<file path="src/sv/plc_pkg.sv">
`timescale 1ns / 1ps
`default_nettype none
package plc_pkg;

    localparam int X_W    = 16;
    localparam int Y_W    = 16;
    localparam int AREA_W = 48;
    localparam int MOM_W  = 64;
    localparam int MUL_A_W = 35;
    localparam int MUL_B_W = 18;
    localparam int MUL_P_W = MUL_A_W + MUL_B_W;
    localparam int DIV_CNT_W = $clog2(MOM_W);

    localparam logic [15:0] WEIGHT_RST = 16'd19195;
    localparam logic [15:0] TOL_RST    = 16'd7;
    localparam logic [63:0] TRI_HALF   = 64'd32768;
    localparam logic [15:0] CX_MAX     = 16'h7FFF;
    localparam logic [15:0] CX_MIN     = 16'h8000;

    // configuration register indexes
    localparam logic CFG_WEIGHT = 1'b0;
    localparam logic CFG_TOL    = 1'b1;

    typedef logic signed [X_W-1:0] t_x;
    typedef logic [Y_W-1:0]        t_y;

    typedef enum logic [3:0] {
        S_IDLE,
        S_A2,
        S_XA,
        S_SQ,
        S_SQY,
        S_HW,
        S_T1,
        S_T2L,
        S_T2H,
        S_TRA,
        S_TRB,
        S_FIN,
        S_DIV,
        S_RND
    } t_state;

    typedef struct packed {
        logic              start;
        logic [MOM_W-1:0]  num;
        logic [AREA_W-1:0] den;
    } t_div_req;

    typedef struct packed {
        logic             done;
        logic             rnd;
        logic [MOM_W-1:0] quo;
    } t_div_rsp;

endpackage
`default_nettype wire

</file>
<file path="src/sv/plc_in_if.sv">
`timescale 1ns / 1ps
`default_nettype none
interface plc_in_if import plc_pkg::*; ();
    logic valid;
    logic ready;
    t_x   point_x;
    t_y   point_y;
    logic last_point;

    modport source (output valid, output point_x, output point_y, output last_point,
                    input ready);
    modport sink (input valid, input point_x, input point_y, input last_point,
                  output ready);
endinterface
`default_nettype wire

</file>
<file path="src/sv/plc_out_if.sv">
`timescale 1ns / 1ps
`default_nettype none
interface plc_out_if import plc_pkg::*; ();
    logic valid;
    logic ready;
    t_x   centroid_x;
    logic empty_area;

    modport source (output valid, output centroid_x, output empty_area, input ready);
    modport sink (input valid, input centroid_x, input empty_area, output ready);
endinterface
`default_nettype wire

</file>
<file path="src/sv/plc_mul.sv">
`timescale 1ns / 1ps
`default_nettype none
module plc_mul import plc_pkg::*; (
    input  wire                        i_clk,
    input  wire logic signed [MUL_A_W-1:0] i_a,
    input  wire logic signed [MUL_B_W-1:0] i_b,
    output logic signed [MUL_P_W-1:0]      o_prod
);

    logic signed [MUL_P_W-1:0] r_prod;

    always_ff @(posedge i_clk) begin
        r_prod <= i_a * i_b;
    end

    assign o_prod = r_prod;

endmodule
`default_nettype wire

</file>
<file path="src/sv/plc_div.sv">
`timescale 1ns / 1ps
`default_nettype none
module plc_div import plc_pkg::*; (
    input  wire            i_clk,
    input  wire            i_rst_n,
    input  wire t_div_req  i_req,
    output t_div_rsp       o_rsp
);

    logic                 r_busy;
    logic                 r_done;
    logic [DIV_CNT_W-1:0] r_cnt;
    logic [MOM_W-1:0]     r_quo;
    logic [AREA_W-1:0]    r_rem;
    logic [AREA_W-1:0]    r_den;

    logic [AREA_W:0]   w_part;
    logic [AREA_W+1:0] w_diff;

    assign w_part = {r_rem, r_quo[MOM_W-1]};
    assign w_diff = {1'b0, w_part} - {2'b00, r_den};

    always_ff @(posedge i_clk) begin
        if (!i_rst_n) begin
            r_busy <= 1'b0;
            r_done <= 1'b0;
            r_cnt  <= '0;
        end else begin
            r_done <= 1'b0;
            if (i_req.start) begin
                r_busy <= 1'b1;
                r_cnt  <= '0;
            end else if (r_busy) begin
                r_cnt <= r_cnt + 1'b1;
                if (&r_cnt) begin
                    r_busy <= 1'b0;
                    r_done <= 1'b1;
                end
            end
        end
    end

    // one restoring step per cycle: the dividend shifts out as quotient bits shift in
    always_ff @(posedge i_clk) begin
        if (i_req.start) begin
            r_quo <= i_req.num;
            r_rem <= '0;
            r_den <= i_req.den;
        end else if (r_busy) begin
            if (!w_diff[AREA_W+1]) begin
                r_rem <= w_diff[AREA_W-1:0];
                r_quo <= {r_quo[MOM_W-2:0], 1'b1};
            end else begin
                r_rem <= w_part[AREA_W-1:0];
                r_quo <= {r_quo[MOM_W-2:0], 1'b0};
            end
        end
    end

    assign o_rsp.done = r_done;
    assign o_rsp.quo  = r_quo;
    // round half up on the magnitude
    assign o_rsp.rnd  = ({r_rem, 1'b0} >= {1'b0, r_den});

endmodule
`default_nettype wire

</file>
<file path="src/sv/piecewise_linear_centroid_unit.sv">
`timescale 1ns / 1ps
`default_nettype none
// Takes one corner point per request; ready is high only while the sequencer is idle.
// A point with no previous corner goes straight to finish; a segment uses the shared
// 35x18 multiplier for area, moment and height, a sloped one also for the triangle. The
// last point adds 64 radix-2 divider steps, a done and a rounding step (a zero area only
// rounds). The result then waits in the output register while the next curve starts.
// Synchronous active-low reset clears sums, previous corner and output; loads defaults.
module piecewise_linear_centroid_unit import plc_pkg::*; (
    input  wire          i_clk,
    input  wire          i_rst_n,
    input  wire          i_cfg_we,
    input  wire          i_cfg_idx,
    input  wire [15:0]   i_cfg_data,
    plc_in_if.sink       i_pt,
    plc_out_if.source    o_res
);

    t_state r_state, n_state;

    logic [15:0]       r_weight;
    logic [15:0]       r_tol;
    logic [X_W-1:0]    r_px;
    logic [Y_W-1:0]    r_py;
    logic              r_have;
    logic [X_W-1:0]    r_x1;
    logic [Y_W-1:0]    r_y1;
    logic              r_last;
    logic [AREA_W-1:0] r_area;
    logic [MOM_W-1:0]  r_mom;
    logic [48:0]       r_t;
    logic [63:0]       r_p;
    logic              r_neg;
    logic              r_empty;
    logic              r_ovalid;
    logic [15:0]       r_cx;
    logic              r_oempty;

    logic                      w_accept;
    logic                      w_ready;
    logic                      w_out_free;
    logic signed [16:0]        w_dx;
    logic [16:0]               w_adx_f;
    logic [15:0]               w_adx;
    logic                      w_fall;
    logic                      w_rise;
    logic                      w_flat;
    logic [15:0]               w_h;
    logic [16:0]               w_w;
    logic [15:0]               w_ylow;
    logic [16:0]               w_s;
    logic signed [MUL_A_W-1:0] w_mul_a;
    logic signed [MUL_B_W-1:0] w_mul_b;
    logic signed [MUL_P_W-1:0] w_prod;
    logic [MOM_W-1:0]          w_prod_ext;
    logic [AREA_W-1:0]         w_amag;
    logic [MOM_W-1:0]          w_mmag;
    logic [16:0]               w_qsat;
    logic [17:0]               w_qr;
    logic [15:0]               w_res;
    t_div_req                  w_div_req;
    t_div_rsp                  w_div_rsp;

    assign w_accept   = i_pt.valid && w_ready;
    assign w_out_free = !r_ovalid || o_res.ready;

    // segment geometry from the previous and the current corner
    assign w_dx    = {r_x1[X_W-1], r_x1} - {r_px[X_W-1], r_px};
    assign w_adx_f = w_dx[16] ? (17'd0 - w_dx) : w_dx;
    assign w_adx   = w_adx_f[15:0];
    assign w_fall  = {1'b0, r_py} > ({1'b0, r_y1} + {1'b0, r_tol});
    assign w_rise  = ({1'b0, r_py} + {1'b0, r_tol}) < {1'b0, r_y1};
    assign w_flat  = !w_fall && !w_rise;
    assign w_h     = w_fall ? (r_py - r_y1) : (w_rise ? (r_y1 - r_py) : 16'd0);
    assign w_w     = w_fall ? {1'b0, r_weight}
                   : (w_rise ? (17'h10000 - {1'b0, r_weight}) : 17'd0);
    assign w_ylow  = w_fall ? r_y1 : r_py;
    assign w_s     = w_flat ? {r_py, 1'b0} : ({1'b0, r_py} + {1'b0, r_y1});

    assign w_prod_ext = {{(MOM_W-MUL_P_W){w_prod[MUL_P_W-1]}}, w_prod};

    plc_mul u_mul (
        .i_clk  (i_clk),
        .i_a    (w_mul_a),
        .i_b    (w_mul_b),
        .o_prod (w_prod)
    );

    assign w_amag = r_area[AREA_W-1] ? (AREA_W'(0) - r_area) : r_area;
    assign w_mmag = r_mom[MOM_W-1] ? (MOM_W'(0) - r_mom) : r_mom;

    assign w_div_req.start = (r_state == S_FIN) && r_last && (r_area != '0);
    assign w_div_req.num   = w_mmag;
    assign w_div_req.den   = w_amag;

    plc_div u_div (
        .i_clk   (i_clk),
        .i_rst_n (i_rst_n),
        .i_req   (w_div_req),
        .o_rsp   (w_div_rsp)
    );

    // rounding and saturation of the quotient
    assign w_qsat = (|w_div_rsp.quo[MOM_W-1:17]) ? 17'h1FFFF : w_div_rsp.quo[16:0];
    assign w_qr   = {1'b0, w_qsat} + {17'd0, w_div_rsp.rnd};
    always_comb begin
        if (r_empty) begin
            w_res = 16'd0;
        end else if (r_neg) begin
            w_res = (w_qr > {2'b00, CX_MIN}) ? CX_MIN : (16'd0 - w_qr[15:0]);
        end else begin
            w_res = (w_qr > {2'b00, CX_MAX}) ? CX_MAX : w_qr[15:0];
        end
    end

    // next state
    always_comb begin
        n_state = r_state;
        case (r_state)
            S_IDLE: begin
                if (w_accept) n_state = r_have ? S_A2 : S_FIN;
            end
            S_A2:  n_state = S_XA;
            S_XA:  n_state = S_SQ;
            S_SQ:  n_state = S_SQY;
            S_SQY: n_state = S_HW;
            S_HW:  n_state = w_flat ? S_FIN : S_T1;
            S_T1:  n_state = S_T2L;
            S_T2L: n_state = S_T2H;
            S_T2H: n_state = S_TRA;
            S_TRA: n_state = S_TRB;
            S_TRB: n_state = S_FIN;
            S_FIN: begin
                if (!r_last)              n_state = S_IDLE;
                else if (r_area == '0)    n_state = S_RND;
                else                      n_state = S_DIV;
            end
            S_DIV: begin
                if (w_div_rsp.done) n_state = S_RND;
            end
            S_RND: begin
                if (w_out_free) n_state = S_IDLE;
            end
            default: n_state = S_IDLE;
        endcase
    end

    // outputs: handshake and multiplier operands
    always_comb begin
        w_ready = (r_state == S_IDLE);
        w_mul_a = '0;
        w_mul_b = '0;
        case (r_state)
            S_A2: begin
                w_mul_a = {{(MUL_A_W-17){w_dx[16]}}, w_dx};
                w_mul_b = {1'b0, w_s};
            end
            S_XA: begin
                w_mul_a = w_prod[MUL_A_W-1:0];
                w_mul_b = {{(MUL_B_W-X_W){r_px[X_W-1]}}, r_px};
            end
            S_SQ: begin
                w_mul_a = {19'd0, w_adx};
                w_mul_b = {2'b00, w_adx};
            end
            S_SQY: begin
                w_mul_a = w_prod[MUL_A_W-1:0];
                w_mul_b = {2'b00, w_ylow};
            end
            S_HW: begin
                w_mul_a = {18'd0, w_w};
                w_mul_b = {2'b00, w_h};
            end
            S_T1: begin
                w_mul_a = {2'b00, w_prod[32:0]};
                w_mul_b = {2'b00, w_adx};
            end
            S_T2L: begin
                w_mul_a = {11'd0, w_prod[23:0]};
                w_mul_b = {2'b00, w_adx};
            end
            S_T2H: begin
                w_mul_a = {10'd0, r_t[48:24]};
                w_mul_b = {2'b00, w_adx};
            end
            default: begin
                w_mul_a = '0;
                w_mul_b = '0;
            end
        endcase
    end

    always_ff @(posedge i_clk) begin
        if (!i_rst_n) begin
            r_state  <= S_IDLE;
            r_weight <= WEIGHT_RST;
            r_tol    <= TOL_RST;
            r_px     <= '0;
            r_py     <= '0;
            r_have   <= 1'b0;
            r_area   <= '0;
            r_mom    <= '0;
            r_ovalid <= 1'b0;
        end else begin
            r_state <= n_state;
            if (i_cfg_we) begin
                case (i_cfg_idx)
                    CFG_WEIGHT: r_weight <= i_cfg_data;
                    CFG_TOL:    r_tol    <= i_cfg_data;
                    default:    r_tol    <= r_tol;
                endcase
            end
            case (r_state)
                S_XA:  r_area <= r_area + w_prod[AREA_W-1:0];
                S_SQ:  r_mom  <= r_mom + w_prod_ext;
                S_HW:  r_mom  <= r_mom + w_prod_ext;
                S_TRB: r_mom  <= r_mom + {16'd0, r_p[63:16]};
                S_FIN: begin
                    // the current corner becomes the previous one; the last one ends the curve
                    r_px   <= r_x1;
                    r_py   <= r_y1;
                    r_have <= !r_last;
                    if (r_last) begin
                        r_area <= '0;
                        r_mom  <= '0;
                    end
                end
                default: r_have <= r_have;
            endcase
            if ((r_state == S_RND) && w_out_free) begin
                r_ovalid <= 1'b1;
            end else if (o_res.ready) begin
                r_ovalid <= 1'b0;
            end
        end
    end

    always_ff @(posedge i_clk) begin
        if (w_accept) begin
            r_x1   <= i_pt.point_x;
            r_y1   <= i_pt.point_y;
            r_last <= i_pt.last_point;
        end
        case (r_state)
            S_T2L: r_t <= w_prod[48:0];
            S_T2H: r_p <= {24'd0, w_prod[39:0]};
            // add the high partial product and the rounding half
            S_TRA: r_p <= r_p + {w_prod[39:0], 24'd0} + TRI_HALF;
            S_FIN: begin
                r_neg   <= r_area[AREA_W-1] ^ r_mom[MOM_W-1];
                r_empty <= (r_area == '0);
            end
            default: r_t <= r_t;
        endcase
        if ((r_state == S_RND) && w_out_free) begin
            r_cx     <= w_res;
            r_oempty <= r_empty;
        end
    end

    assign i_pt.ready       = w_ready;
    assign o_res.valid      = r_ovalid;
    assign o_res.centroid_x = r_cx;
    assign o_res.empty_area = r_oempty;

    a_accept_busy: assert property (@(posedge i_clk) disable iff (!i_rst_n)
        w_accept |=> (r_state != S_IDLE))
        else $error("sequencer idle after taking a request");

    a_seg_needs_prev: assert property (@(posedge i_clk) disable iff (!i_rst_n)
        (r_state == S_A2) |-> r_have)
        else $error("segment started without a previous corner");

    a_div_done_state: assert property (@(posedge i_clk) disable iff (!i_rst_n)
        w_div_rsp.done |-> (r_state == S_DIV))
        else $error("divider finished outside the divide state");

    a_sums_cleared: assert property (@(posedge i_clk) disable iff (!i_rst_n)
        ((r_state == S_FIN) && r_last) |=> ((r_area == '0) && (r_mom == '0) && !r_have))
        else $error("sums not cleared at end of curve");

    a_result_loaded: assert property (@(posedge i_clk) disable iff (!i_rst_n)
        ((r_state == S_RND) && w_out_free) |=> r_ovalid)
        else $error("result not presented");

endmodule
`default_nettype wire

</file>
<file path="src/flat_wrapper.sv">
// flat-port wrapper written by rule: the top's interface ports become plain ports
module piecewise_linear_centroid_unit_flat import plc_pkg::*;
  (i_clk, i_rst_n, i_cfg_we, i_cfg_idx, i_cfg_data, i_pt_valid, i_pt_point_x, i_pt_point_y, i_pt_last_point, i_pt_ready, o_res_valid, o_res_centroid_x, o_res_empty_area, o_res_ready);
  plc_in_if i_pt_i ();
  plc_out_if o_res_i ();
  input  wire i_clk;
  input  wire i_rst_n;
  input  wire i_cfg_we;
  input  wire i_cfg_idx;
  input  wire [15:0] i_cfg_data;
  input wire logic [$bits(i_pt_i.valid)-1:0] i_pt_valid;
  input wire logic [$bits(i_pt_i.point_x)-1:0] i_pt_point_x;
  input wire logic [$bits(i_pt_i.point_y)-1:0] i_pt_point_y;
  input wire logic [$bits(i_pt_i.last_point)-1:0] i_pt_last_point;
  output wire logic [$bits(i_pt_i.ready)-1:0] i_pt_ready;
  output wire logic [$bits(o_res_i.valid)-1:0] o_res_valid;
  output wire logic [$bits(o_res_i.centroid_x)-1:0] o_res_centroid_x;
  output wire logic [$bits(o_res_i.empty_area)-1:0] o_res_empty_area;
  input wire logic [$bits(o_res_i.ready)-1:0] o_res_ready;
  assign i_pt_i.valid = i_pt_valid;
  assign i_pt_i.point_x = i_pt_point_x;
  assign i_pt_i.point_y = i_pt_point_y;
  assign i_pt_i.last_point = i_pt_last_point;
  assign i_pt_ready = i_pt_i.ready;
  assign o_res_valid = o_res_i.valid;
  assign o_res_centroid_x = o_res_i.centroid_x;
  assign o_res_empty_area = o_res_i.empty_area;
  assign o_res_i.ready = o_res_ready;
  piecewise_linear_centroid_unit u_core (.i_clk(i_clk), .i_rst_n(i_rst_n), .i_cfg_we(i_cfg_we), .i_cfg_idx(i_cfg_idx), .i_cfg_data(i_cfg_data), .i_pt(i_pt_i), .o_res(o_res_i));
endmodule
</file>
<file path="config.mk">
export PLATFORM = sky130hd
export DESIGN_NAME = piecewise_linear_centroid_unit_flat
export DESIGN_NICKNAME = d
export VERILOG_FILES = /design/src/sv/plc_pkg.sv /design/src/sv/plc_in_if.sv /design/src/sv/plc_out_if.sv /design/src/sv/plc_mul.sv /design/src/sv/plc_div.sv /design/src/sv/piecewise_linear_centroid_unit.sv /design/src/flat_wrapper.sv
export SDC_FILE = /design/constraint.sdc
export NUM_CORES = 2
export LEC_CHECK = 0
export ABC_AREA = 1
export BUFFER_PORTS_ARGS = -buffer_cell sky130_fd_sc_hd__buf_2
export CORE_AREA = 5 5 335 337
export DETAILED_ROUTE_END_ITERATION = 10
export DIE_AREA = 0 0 340 342
export GPL_TIMING_DRIVEN = 0
export PLACE_DENSITY = 0.76
export SETUP_SLACK_MARGIN = 0.1
export SYNTH_ARGS = -nofsm -noshare
export SYNTH_HDL_FRONTEND = slang
export SYNTH_SLANG_ARGS = --single-unit
</file>
<file path="constraint.sdc">
create_clock -name i_clk -period 12.5 [get_ports i_clk]
set_input_delay 0.625 -clock i_clk [delete_from_list [all_inputs] [get_ports i_clk]]
set_output_delay 0.625 -clock i_clk [all_outputs]
set_load 0.02 [all_outputs]
</file>
==> impl_metrics.json <==
{
  "hpwl_um": 190000,
  "synth_top_family_by_area": "adder cells",
  "rsz0062_at_grt": "no",
  "synth_compound_area_share_pct": 14.5,
  "grt_pass1_vias": 60600,
  "synth.distinct_cells": 70,
  "grt_remaining_overflow": 0,
  "slowest_stage": "fa_1",
  "grt_max_degree": 49,
  "timing.slew.headroom_pct": 6.86,
  "cts_resized": 0,
  "synth_nets": 10100,
  "switchingPower_mw": 10.5,
  "min_period_over_period_pct": 95.5,
  "core_um2": 109000,
  "hold_path_depth": 1,
  "drcViolationCount": 0,
  "synthCells": 9010,
  "worstSetupEndpointType": "flop",
  "worst_pin_slew_ns": 1.39,
  "vias": 62200,
  "design.portCount": 74,
  "r2r_cells": 49,
  "fin_nets": 10300,
  "fill_cells": 9913,
  "io_buffers": 73,
  "worst-path-max-fanout": 10,
  "grt_pass1_wl_um": 351000,
  "hold_path.class": "in -> reg",
  "clock-root-buffer": "clkbuf_16",
  "placed_area_um2": 67100,
  "drtIter0Drc": 6068,
  "clock_sinks": 529,
  "regArea_um2": 13000,
  "fin_crit_ns": 11.93,
  "hold_violations": 0,
  "start_util_pct": 59.7,
  "ys.flop_type": "dfxtp_1",
  "syn2layout_area_growth_pct": 7.05,
  "via_per_inst": 5.85,
  "synthMuxAreaShare_pct": 0,
  "synth-seq-cells": 529,
  "cpMostUsedCell": "nand2_1",
  "drt_wl_total_um": 231000,
  "dieWidth_um": 340,
  "crit_type": "reg -> reg",
  "clockPowerShare_pct": 11.0,
  "synth_area_um2": 64800,
  "die_area_um2": 116000,
  "max_stage_delay_ns": 0.65,
  "wl_per_cell_um": 21.7,
  "final_area_um2": 69400,
  "die_h_um": 342,
  "antenna_left": 0,
  "status": "finished, final reports clean",
  "p_int_mw": 7.72,
  "synth_fa_ha_area_share_pct": 27.7,
  "yosysTopAreaCellShare_pct": 18.9,
  "ys_seq_area_share_pct": 20.0,
  "multiInputGateArea_um2": 44100,
  "rows": 121,
  "clk_latency_ns": 0.67,
  "yosysTopAreaCell": "fa_1",
  "dr.pass1.iters": 7,
  "finalMaxSlewViolations": 0,
  "avgSynthCellArea_um2": 7.19,
  "yosys.area_share.simple_pct": 21.8,
  "powerDensity_nw_per_um2": 263,
  "p_seq_share_pct": 15.5,
  "drive_gt1_share_pct": 5.01,
  "ir_worst_vdd_v": 0.000222,
  "clk_pin_slew_worst_paths_ns": 0.07,
  "setup_tns_ns": 0,
  "async_flop_share_pct": 0,
  "htreeDepth": 3,
  "drv_cap": 0,
  "mostFrequentLayoutCell": "nand2_1",
  "cts_buffers": 66,
  "ys_warn_count": 0,
  "grt.total_usage_pct": 39.0,
  "synth_edf_count": 238,
  "mostFrequentLayoutCells": "1,901 x nand2_1, 1,731 x inv_1, 889 x nor2_1",
  "hold_buffers": 0,
  "gp_congestion": 1.06,
  "critPathRequiredTime_ns": 12.95,
  "crit_path_start_kind": "flop",
  "holdWs_ns": 0.158,
  "synth_area_leaders": "fa_1 19%, edfxtp_1 11%, nand2_1 11%",
  "setup_viol_count_final": 0,
  "pwr-share-comb_pct": 73.5,
  "synth_xor_area_share_pct": 4.05,
  "clock_skew_ns": 0.0688,
  "cts_buffer_depth": 3,
  "clock.fmax_mhz": 83.8,
  "cts_tree": "built",
  "antenna_found_initial": 5,
  "leakage_nw": 34.3,
  "swShare_pct": 57.7,
  "crit_arrival_ns": 12.39
}
[cell families (layout without fill, tap and decap cells)]
group,after synthesis,after routing
adder cells (fa/ha/maj),1068,1068
other,0,7
AND/OR/NAND/NOR,3428,3428
buffers and inverters,2004,2207
flip-flops,529,529
XOR/XNOR,296,296
AO/OA/AOI/OAI,1685,1685
[synth_stat cells, types with 27 or more instances]
library cell / instances
a21o_1: 35
a31oi_1: 89
xnor2_1: 110
nor3_1: 89
inv_1: 1731
o21a_1: 50
or2_2: 60
nor2_1: 892
nand2_1: 1901
nand4_1: 60
o211ai_1: 63
dfxtp_1: 291
nor4_1: 42
nand3_1: 288
clkbuf_1: 133
fa_1: 611
ha_1: 457
buf_2: 91
edfxtp_1: 238
a21oi_1: 696
o21ai_0: 571
nand3b_1: 27
o21bai_1: 38
xor2_1: 182
[power groups by stage]
stage	sequential, mW	combinational, mW	clock (mW)
6_report	2.82	13.4	2.01
5_1_grt	2.81	14.8	2.09
4_1_cts	2.78	13.1	2.02
3_5_place_dp	2.81	13.0	0
3_3_place_gp	2.82	12.8	0
2_1_floorplan	2.49	9.07	0
[registers in the layout, summed over array words and instances, names as in the netlist, 4 cells and up]
name                     count
u_core.r_tol                16
u_core.r_mom                64
u_core.u_div.r_cnt           6
u_core.r_t                  25
u_core.o_res.centroid_x     16
u_core.r_state               4
u_core.r_area               48
u_core.r_px                 16
u_core.r_weight             16
u_core.u_mul.o_prod         53
u_core.r_y1                 16
u_core.r_x1                 16
u_core.r_py                 16
u_core.u_div.r_den          48
u_core.u_div.r_quo          64
u_core.r_p                  49
u_core.u_div.r_rem          48
[area by class of cell]
| class | count | share of cell area [%] |
|---|---|---|
| antenna | 7 | 0.0253 |
| buffer | 249 | 1.63 |
| clock buffer | 75 | 2.53 |
| clock inverter | 45 | 0.711 |
| inverter | 1755 | 9.50 |
| multi-input combinational | 6477 | 63.6 |
| sequential | 529 | 18.7 |
| tap | 1414 | 2.55 |
| timing repair buffer | 83 | 0.727 |
[timing repair]
action | in CTS | in global routing
endpoints found under the hold margin | 0 | 0
endpoints found under the setup margin | 0 | 1
setup buffers | 0 | 2
[worst max-delay path: cells and delay by family, from the launching register on]
kind	cells	cell delay, ns
simple gates	18	2.83
flops	1	0.59
fa+ha+maj	9	4.31
compound gates	10	1.90
buf+inv	10	1.49
xor+xnor	2	0.56
[path summary, 6_finish.rpt]
kind | start | end | slack (ns)
min | i_pt_point_x[5] | u_core.r_x1[5]$_DFFE_PP_ | 0.16
max | u_core.r_y1[1]$_DFFE_PP_ | u_core.u_mul.o_prod[50]$_DFF_P_ | 0.57
min reg2reg | u_core.u_div.r_rem[39]$_SDFFE_PP0P_ | u_core.u_div.r_rem[39]$_SDFFE_PP0P_ | 0.47
max reg2reg | u_core.r_y1[1]$_DFFE_PP_ | u_core.u_mul.o_prod[50]$_DFF_P_ | 0.57
[through the flow]
stage / util, % / worst slack (ns) / std cells / total power, mW
CTS: 63.9 / 0.725 / 10600 / 17.9
detailed placement: 61.8 / 0.810 / 10500 / 15.9
floorplan: - / 3.38 / 9010 / 11.6
global route: 63.9 / 0.130 / 10600 / 19.7
finish: 63.9 / 0.565 / 10600 / 18.2
global placement: 61.7 / 0.937 / 10500 / 15.6
[per-layer routing]
layer / GRT usage (%) / share of wire, % / vias up
li1: - / - / 28900
met1: 49.1 / 38 / 29200
met2: 62.9 / 45 / 3320
met3: 8.19 / 10 / 724
met4: 21.8 / 6.8 / 2
met5: 0 / 0.0030 / -
Note: power is estimated with default switching activity, not from simulation.
